[src/hdl/assert_macros.svh]
// Assertion macros for the rotation matrix to quaternion block.
// Define ASSERT_OFF to compile the checks out.
`ifndef ASSERT_MACROS_SVH
`define ASSERT_MACROS_SVH
`ifndef ASSERT_OFF
`define ASSERT_IMPLIES(label, clk, rst, a, b) \
  label: assert property (@(posedge clk) disable iff (rst) (a) |-> (b)) else $error("assertion failed");
`define ASSERT_NEXT(label, clk, rst, a, b) \
  label: assert property (@(posedge clk) disable iff (rst) (a) |=> (b)) else $error("assertion failed");
`else
`define ASSERT_IMPLIES(label, clk, rst, a, b)
`define ASSERT_NEXT(label, clk, rst, a, b)
`endif
`endif

[src/hdl/rmq_pkg.sv]
// Shared constants and types for the rotation matrix to quaternion block.
// No dependencies.
`timescale 1ns / 1ps
`default_nettype none
package rmq_pkg;
  localparam int FIELD_W = 18;
  localparam int FRAC_BITS = 16;
  localparam int ROOT_W = 26;
  localparam int RAD_W = 2 * ROOT_W;
  localparam int NUM_W = 20;
  localparam int QUO_W = 48;
  localparam logic signed [FIELD_W-1:0] OUT_MAX = 18'sh1FFFF;
  localparam logic signed [FIELD_W-1:0] OUT_MIN = -18'sh20000;

  typedef logic [1:0] axis_t;
  localparam axis_t AXIS_X = 2'd0;
  localparam axis_t AXIS_Y = 2'd1;
  localparam axis_t AXIS_Z = 2'd2;
  localparam axis_t AXIS_W = 2'd3;

  typedef struct packed {
    logic               valid;
    logic               bad;
    axis_t              big;
    logic signed [NUM_W-1:0] na;
    logic signed [NUM_W-1:0] nb;
    logic signed [NUM_W-1:0] nc;
  } rmq_ctl_t;

  function automatic axis_t axis_next(input axis_t a);
    unique case (a)
      AXIS_X: axis_next = AXIS_Y;
      AXIS_Y: axis_next = AXIS_Z;
      default: axis_next = AXIS_X;
    endcase
  endfunction
endpackage
`default_nettype wire

[src/hdl/rmq_div_stage.sv]
// One two-bit step of the pipelined restoring divider for the quotient terms.
// Depends on rmq_pkg.
`timescale 1ns / 1ps
`default_nettype none
module rmq_div_stage (
  input  wire  [rmq_pkg::QUO_W-1:0]   num_in,
  input  wire  [rmq_pkg::ROOT_W+1:0]  rem_in,
  input  wire  [rmq_pkg::ROOT_W:0]    den,
  output logic [rmq_pkg::QUO_W-1:0]   num_out,
  output logic [rmq_pkg::ROOT_W+1:0]  rem_out
);
  import rmq_pkg::*;
  logic [ROOT_W+2:0] a, b;
  logic [QUO_W-1:0]  n;

  always_comb begin
    n = num_in;
    a = {rem_in, n[QUO_W-1]};
    n = {n[QUO_W-2:0], 1'b0};
    if (a >= {2'b00, den}) begin
      a = a - {2'b00, den};
      n[0] = 1'b1;
    end
    b = {a[ROOT_W+1:0], n[QUO_W-1]};
    n = {n[QUO_W-2:0], 1'b0};
    if (b >= {2'b00, den}) begin
      b = b - {2'b00, den};
      n[0] = 1'b1;
    end
    num_out = n;
    rem_out = b[ROOT_W+1:0];
  end
endmodule
`default_nettype wire
[config.mk]
export PLATFORM = sky130hd
export DESIGN_NAME = rmq_div_stage
export DESIGN_NICKNAME = d
export VERILOG_FILES = /design/src/hdl/assert_macros.svh /design/src/hdl/rmq_pkg.sv /design/src/hdl/rmq_div_stage.sv
export SDC_FILE = /design/constraint.sdc
export NUM_CORES = 1
export LEC_CHECK = 0
export ABC_AREA = 1
export BUFFER_PORTS_ARGS = -buffer_cell sky130_fd_sc_hd__buf_4
export CORE_MARGIN = 4
export CORE_UTILIZATION = 35
export DETAILED_ROUTE_END_ITERATION = 10
export PLACE_DENSITY = 0.64
export SLEW_MARGIN = 20
export SYNTH_ARGS = -nofsm -noshare
export SYNTH_HDL_FRONTEND = slang
export SYNTH_SLANG_ARGS = --single-unit
[constraint.sdc]
create_clock -name vclk -period 4.65
set_clock_uncertainty 0.2 [all_clocks]
set_input_delay 0.2325 -clock vclk [all_inputs]
set_output_delay 0.2325 -clock vclk [all_outputs]
set_load 0.05 [all_outputs]
==> impl_metrics.env <==
export IMPL_antenna_cells=0
export IMPL_rows=42
export IMPL_max_slew_margin_pct=67.5
export IMPL_cp_slowest_stage_delay_ns=0.37
export IMPL_core_area_um2=13300
export IMPL_worstPathRequired_ns=4.22
export IMPL_worstSetupEndpointType="primary output"
export IMPL_tns_ns=0
export IMPL_m1WireLength_mm=8.49
export IMPL_cp_common_cell="nand2_1"
export IMPL_fp_dieArea_um2=15600
export IMPL_path_class="in -> out"
export IMPL_die_h_um=125
export IMPL_initial_utilization_pct=36.0
export IMPL_cts_hold_buf=0
export IMPL_track_usage_pct=21.1
export IMPL_tightest_slew_ns=0.482
export IMPL_leakage_nw=3.22
export IMPL_grt_pass1_wl_mm=27.6
export IMPL_maxCapViolCount=0
export IMPL_fillCellCount=1533
export IMPL_synthDistinctLibCells=33
export IMPL_highest_layer="met4"
export IMPL_routed_wl_met3_mm=1.34
export IMPL_gr_total_overflow=0
export IMPL_fin_cells=1152
export IMPL_met2_length_mm=7.45
export IMPL_p_total_w=0.00206
export IMPL_final_core_util_pct=42.8
export IMPL_grt_pass1_vias=5472
export IMPL_synth_nets=1070
export IMPL_drt_pass1_iter_count=5
export IMPL_synth_compound_area_share_pct=12.6
export IMPL_critPathArrivalTime_ns=4.01
export IMPL_vdd_drop_max_v=0.000284
export IMPL_multiInputGateArea_um2=3940
export IMPL_synth_top_family_by_area="simple AND/OR/NAND/NOR gates"
export IMPL_wl_per_cell_um=15.3
export IMPL_synth_simple_gate_area_share_pct=45.6
export IMPL_gp_congestion=1.04
export IMPL_mostFrequentLayoutCell="nand2_1"
export IMPL_drive_above_1_share_pct=19.3
export IMPL_cp_start_kind="input pin"
export IMPL_final_net_count=1137
export IMPL_wl_mm=17.6
export IMPL_drtIter0Drc=484
export IMPL_die_x_um=125
export IMPL_viasPerCell=5.04
export IMPL_yosys_warnings=0
export IMPL_outcome="finished clean"
export IMPL_drc=0
export IMPL_syn_inst=911
export IMPL_period_needed_ns=4.44
export IMPL_vias=5801
export IMPL_io_buffers=87
export IMPL_critPathSlowestCell="ha_1"
export IMPL_hold_viol_final=0
export IMPL_hpwl_mm=15.3
export IMPL_ant_nets=0
export IMPL_fin_crit_sh_pct=95.6
export IMPL_p_per_area_nw_per_um2=363
export IMPL_ff_latch_area_um2=0
export IMPL_dp_cells=1149
export IMPL_n_sequential_cell=0
export IMPL_maxSlewViolCount=0
export IMPL_areaGrowthSynthToFinish_pct=18.9
export IMPL_synthMuxAreaShare_pct=0
export IMPL_critPathMaxFanout=22
export IMPL_final_cell_mix="nand2_1, inv_1, buf_4, nand3_1, a21oi_1"
export IMPL_clock_fmax_mhz=225
export IMPL_place_area_um2=5530
export IMPL_grt_max_degree=30
export IMPL_antenna_found_initial=0
export IMPL_ios=179
export IMPL_syn_cell_area_um2=4780
export IMPL_ys_seq_area_share_pct=0
export IMPL_crit_family="simple AND/OR/NAND/NOR gates"
export IMPL_path_buf_inv=6
export IMPL_n_clock_buffer=0
export IMPL_synth_adder_area_share_pct=15.0
export IMPL_min_path_type="in -> out"
export IMPL_synth_area_per_cell_um2=5.25
export IMPL_synth_xor_area_share_pct=6.96
export IMPL_finalSetupViolCount=0
export IMPL_finalInstanceArea_um2=5680
-- where the power goes --
| group | leakage [nW] | switching (W) | internal, W |
|---|---|---|---|
| clock network | 0 | 0 | 0 |
| registers | 0 | 0 | 0 |
| logic | 3.22 | 0.00137 | 0.000693 |
| total | 3.22 | 0.00137 | 0.000693 |
-- routing by layer --
layer	GRT usage (%)	vias up
met5	0	-
met4	3.76	0
met3	2.32	31
met2	34.0	249
met1	30.7	2540
li1	-	2981
-- final timing paths --
| check | startpoint | to | slack (ns) | cells after the start |
|---|---|---|---|---|
| worst max-delay path | den[26] | rem_out[9] | 0.21 | 25 |
| worst min-delay path | num_in[15] | num_out[17] | 0.27 | 0 |
-- per-stage QoR --
| stage | hold slack [ns] | setup slack (ns) |
|---|---|---|
| finish | 0.265 | 0.205 |
| global route | 0.265 | -0.00940 |
| CTS | 0.265 | 0.0546 |
| detailed placement | 0.265 | 0.0779 |
| global placement | 0.265 | 0.0854 |
| floorplan | 0.432 | 0.505 |
-- Yosys cell counts (5+ instances only) --
cell type	instances	share of area, %
xnor2_1	20	3.7
buf_4	46	7.2
nand2_2	14	1.8
o21ai_1	9	0.94
o21ai_0	32	3.3
nor2_1	60	4.7
inv_1	129	10
nand4_1	13	1.7
and2_1	5	0.65
nand2_1	310	24
ha_1	54	14
nand3_1	73	7.6
buf_2	6	0.63
xor2_1	18	3.3
inv_2	10	0.79
nor2_2	7	0.92
nor3_1	8	0.84
a21oi_1	59	6.2
-- logic make-up after synthesis --
family / Yosys count
buf+inv: 197
compound gates: 114
fa+ha+maj: 56
xor+xnor: 38
simple gates: 506
-- area by class of cell --
cell class / instances / share of cell area (%)
inverters: 139 / 9.29
multi-input cells: 714 / 69.3
well taps: 176 / 3.87
repair buffers: 123 / 17.5
-- timing repair --
item                       in CTS  in global routing
setup buffers                   0                  2
setup endpoints to repair       0                 29
resized for setup               0                 31
Note: power is estimated with default switching activity, not from simulation.
