### config.mk
export PLATFORM = sky130hd
export DESIGN_NAME = rmq_sqrt_stage
export DESIGN_NICKNAME = d
export VERILOG_FILES = /design/src/hdl/assert_macros.svh /design/src/hdl/rmq_pkg.sv /design/src/hdl/rmq_sqrt_stage.sv
export SDC_FILE = /design/constraint.sdc
export NUM_CORES = 1
export LEC_CHECK = 0
export BUFFER_PORTS_ARGS = -buffer_cell sky130_fd_sc_hd__buf_2
export CAP_MARGIN = 0
export CELL_PAD_IN_SITES_DETAIL_PLACEMENT = 1
export CELL_PAD_IN_SITES_GLOBAL_PLACEMENT = 2
export CORE_MARGIN = 4
export CORE_UTILIZATION = 29
export DETAILED_ROUTE_END_ITERATION = 10
export PLACE_DENSITY_LB_ADDON = 0.05
export SLEW_MARGIN = 5
export SYNTH_ARGS = -nofsm -noshare
export SYNTH_HDL_FRONTEND = slang
export SYNTH_SLANG_ARGS = --single-unit
### constraint.sdc
create_clock -name vclk -period 16.6
set_input_delay 2.49 -clock vclk [all_inputs]
set_output_delay 2.49 -clock vclk [all_outputs]
set_load 0.02 [all_outputs]
### src/hdl/assert_macros.svh
// Assertion macros for the rotation matrix to quaternion block.
// Define ASSERT_OFF to compile the checks out.
`ifndef ASSERT_MACROS_SVH
`define ASSERT_MACROS_SVH
`ifndef ASSERT_OFF
`define ASSERT_IMPLIES(label, clk, rst, a, b) \
  label: assert property (@(posedge clk) disable iff (rst) (a) |-> (b)) else $error("assertion failed");
`define ASSERT_NEXT(label, clk, rst, a, b) \
  label: assert property (@(posedge clk) disable iff (rst) (a) |=> (b)) else $error("assertion failed");
`else
`define ASSERT_IMPLIES(label, clk, rst, a, b)
`define ASSERT_NEXT(label, clk, rst, a, b)
`endif
`endif

### src/hdl/rmq_pkg.sv
// Shared constants and types for the rotation matrix to quaternion block.
// No dependencies.
`timescale 1ns / 1ps
`default_nettype none
package rmq_pkg;
  localparam int FIELD_W = 18;
  localparam int FRAC_BITS = 16;
  localparam int ROOT_W = 26;
  localparam int RAD_W = 2 * ROOT_W;
  localparam int NUM_W = 20;
  localparam int QUO_W = 48;
  localparam logic signed [FIELD_W-1:0] OUT_MAX = 18'sh1FFFF;
  localparam logic signed [FIELD_W-1:0] OUT_MIN = -18'sh20000;

  typedef logic [1:0] axis_t;
  localparam axis_t AXIS_X = 2'd0;
  localparam axis_t AXIS_Y = 2'd1;
  localparam axis_t AXIS_Z = 2'd2;
  localparam axis_t AXIS_W = 2'd3;

  typedef struct packed {
    logic               valid;
    logic               bad;
    axis_t              big;
    logic signed [NUM_W-1:0] na;
    logic signed [NUM_W-1:0] nb;
    logic signed [NUM_W-1:0] nc;
  } rmq_ctl_t;

  function automatic axis_t axis_next(input axis_t a);
    unique case (a)
      AXIS_X: axis_next = AXIS_Y;
      AXIS_Y: axis_next = AXIS_Z;
      default: axis_next = AXIS_X;
    endcase
  endfunction
endpackage
`default_nettype wire

### src/hdl/rmq_sqrt_stage.sv
// One restoring step pair of the pipelined integer square root.
// Depends on rmq_pkg.
`timescale 1ns / 1ps
`default_nettype none
module rmq_sqrt_stage #(
  parameter int STEP = 0
) (
  input  wire  [rmq_pkg::RAD_W-1:0]  rem_in,
  input  wire  [rmq_pkg::ROOT_W-1:0] root_in,
  input  wire  [rmq_pkg::RAD_W-1:0]  rad,
  output logic [rmq_pkg::RAD_W-1:0]  rem_out,
  output logic [rmq_pkg::ROOT_W-1:0] root_out
);
  import rmq_pkg::*;
  localparam int B0 = ROOT_W - 1 - 2 * STEP;

  logic [RAD_W+1:0]  r1, t1, r2, t2;
  logic [ROOT_W-1:0] q1, q2;

  always_comb begin
    r1 = {rem_in, rad[2*B0+1 -: 2]};
    t1 = {2'b00, RAD_W'(root_in) << 2} | (RAD_W+2)'(1);
    if (r1 >= t1) begin
      r1 = r1 - t1;
      q1 = {root_in[ROOT_W-2:0], 1'b1};
    end else begin
      q1 = {root_in[ROOT_W-2:0], 1'b0};
    end
    r2 = {r1[RAD_W-1:0], rad[2*B0-1 -: 2]};
    t2 = {2'b00, RAD_W'(q1) << 2} | (RAD_W+2)'(1);
    if (r2 >= t2) begin
      r2 = r2 - t2;
      q2 = {q1[ROOT_W-2:0], 1'b1};
    end else begin
      q2 = {q1[ROOT_W-2:0], 1'b0};
    end
    rem_out = r2[RAD_W-1:0];
    root_out = q2;
  end
endmodule
`default_nettype wire

==> impl_metrics.ini <==
[run_status]
status = complete, no violations

[sta]
fmax_ghz = 0.0767
setup_tns_ns = 0
hold_viol = 0
fin_crit_sh_pct = 78.6
relSlewSlack_pct = 28.1
hold_ws_ns = 5.21
min_period_ns = 13.04
drv_slew = 0
tightest_slew_ns = 1.05
rsz0062_at_grt = false
setup_viol = 0

[floorplan]
core-area_um2 = 18200
dieHeight_um = 145
die_x_um = 145
ios = 208
dieArea_um2 = 21000
rows = 49
initial_utilization_pct = 29.8

[finish]
antenna_cells = 0
synthToLayoutAreaGrowth_pct = 14.3
seq_cells = 0
final_area_um2 = 6200
final_cells = 1180
drive_gt1_share_pct = 21.0
finalNetCount = 1139
regArea_um2 = 0
clockBufferCount = 0

[synthesis]
synth.most_common_cell = nand2_1
synth_area_leader_cell = ha_1
syn-cell-area_um2 = 5430
synth_cell_type_count = 71
synth_common_cells = 93 x nand2_1, 85 x a21oi_1, 72 x nor2_1, 58 x xnor2_1, 56 x ha_1
yosys_warnings = 0
yosysSeqAreaShare_pct = 0
netlist_top_cells_area = ha_1 13%, xnor2_1 9.4%, a21oi_1 7.8%
syn_avg_cell_area_um2 = 6.43
synthCells = 844
synthDominantCellAreaShare_pct = 12.9
synth_nets = 1030

[routing]
drtPass1Iterations = 4
viasPerCell = 5.46
vias = 6445
post_drt_wl_per_cell_um = 19.3
drt_iter0_drc = 282
drc_errors = 0
drt_wl_total_um = 22800
antenna_left = 0

[grt]
antenna_found_initial = 1
grtUsageMet1_pct = 30.2
use_met2_pct = 36.4
grt_max_degree = 37
top_usage_layer = met2
grt_overflow_total = 0
grt_use_total_pct = 20.9
grt_pass1_wl_um = 35500
met3_usage_pct = 0.657
grt_pass1_vias = 6463

[pwr]
p_sw_uw = 270
clkPwrFrac_pct = 0
power.leakage_uw = 0.00266
p_int_uw = 158
pwr-share-comb_pct = 100.0
ir_drop_mv = 0.0464
switching_share_pct = 63.1
p_seq_share_pct = 0
p_per_area_nw_per_um2 = 68.9

[clock_network]
cts-hold-fix-buffers = 0
ctsResizeCount = 0
cts_setup_buffers = 0

[place]
io_buffers = 160
gp_congestion = 0.868
dpl_cell_area_um2 = 6200
dp_cells = 1180
dp_hpwl_um = 19900

[critical_path]
crit_arrival_ns = 10.55
worstSetupPathType = input port to primary output
cp_max_fo = 36
worstSetupEndpointType = primary output
crit_path_start = root_in[7]
crit_path_start_kind = input port
cp.required_ns = 14.11

[worst_hold_path]
hold_path_class = input port to primary output
min_from = root_in[11]

[run]
cap_violations = 0
[power groups by stage]
stage          registers (uW)  logic [uW]  clock network [uW]
2_1_floorplan               0         302                   0
3_3_place_gp                0         423                   0
3_5_place_dp                0         426                   0
4_1_cts                     0         429                   0
5_1_grt                     0         472                   0
6_report                    0         427                   0
[worst paths after layout]
check	to	slack (ns)	cells after the start
setup / recovery	rem_out[41]	3.56	27
hold / removal	root_out[13]	5.21	2
[kinds of logic after synthesis]
kind of cell             share of synthesized area [%]
multiplexers                                     0.807
buffers and inverters                             9.75
adder cells (fa/ha/maj)                           12.9
XOR/XNOR                                          15.7
AO/OA/AOI/OAI                                     27.9
AND/OR/NAND/NOR                                   32.9
[stage by stage]
stage	util, %	total power (uW)	setup slack (ns)
after CTS	34.1	429	3.50
after global placement	34.1	423	3.61
after global routing	34.1	472	2.96
after detailed placement	34.1	426	3.52
final	34.1	427	3.56
after floorplan	-	302	6.22
[critical path, cell delays in order]
cell and delay [ns]:
buf_2 0.08, inv_1 0.07, ha_1 0.37, a21oi_1 0.23, o21ai_0 0.17, a211oi_1 0.61, a311o_1 0.43, nand2_1 0.56
inv_1 0.78, o21ai_0 0.26, ha_1 0.43, and3_1 0.23, nand2_1 0.08, or3_1 0.40, nor3b_1 0.20, nand3_1 0.16
nand3_1 0.18, a21oi_1 0.17, or3_1 0.46, nor2_1 0.21, nand3_1 0.13, and2_2 0.48, buf_4 0.35, inv_2 0.32
and4b_1 0.28, xor2_1 0.18, buf_2 0.19
[cells in the final DEF (no fill, tap or decap), types with 19 or more instances in the layout]
| cell type | n |
|---|---|
| o21ai_0 | 45 |
| buf_2 | 160 |
| a21oi_1 | 85 |
| nand3_1 | 22 |
| nor2_1 | 72 |
| nand2_1 | 93 |
| nand4_1 | 26 |
| ha_1 | 56 |
| nor3_1 | 19 |
| xor2_1 | 39 |
| inv_1 | 47 |
| xnor2_1 | 58 |
[area by class of cell]
type	instances	area [um^2]
Timing Repair Buffer	165	838
Inverter	48	180
Tap cell	229	287
Multi-Input combinational cell	738	4900
Fill cell	2456	12000
[layer usage]
| metal | vias up | wire (um) | share of wire [%] |
|---|---|---|---|
| met1 | 3056 | 11000 | 48 |
| met3 | 2 | 997 | 4.4 |
| li1 | 3257 | - | - |
| met2 | 130 | 10700 | 47 |
| met4 | 0 | 61 | 0.27 |
| met5 | - | 0 | 0 |
Note: power is estimated with default switching activity, not from simulation.
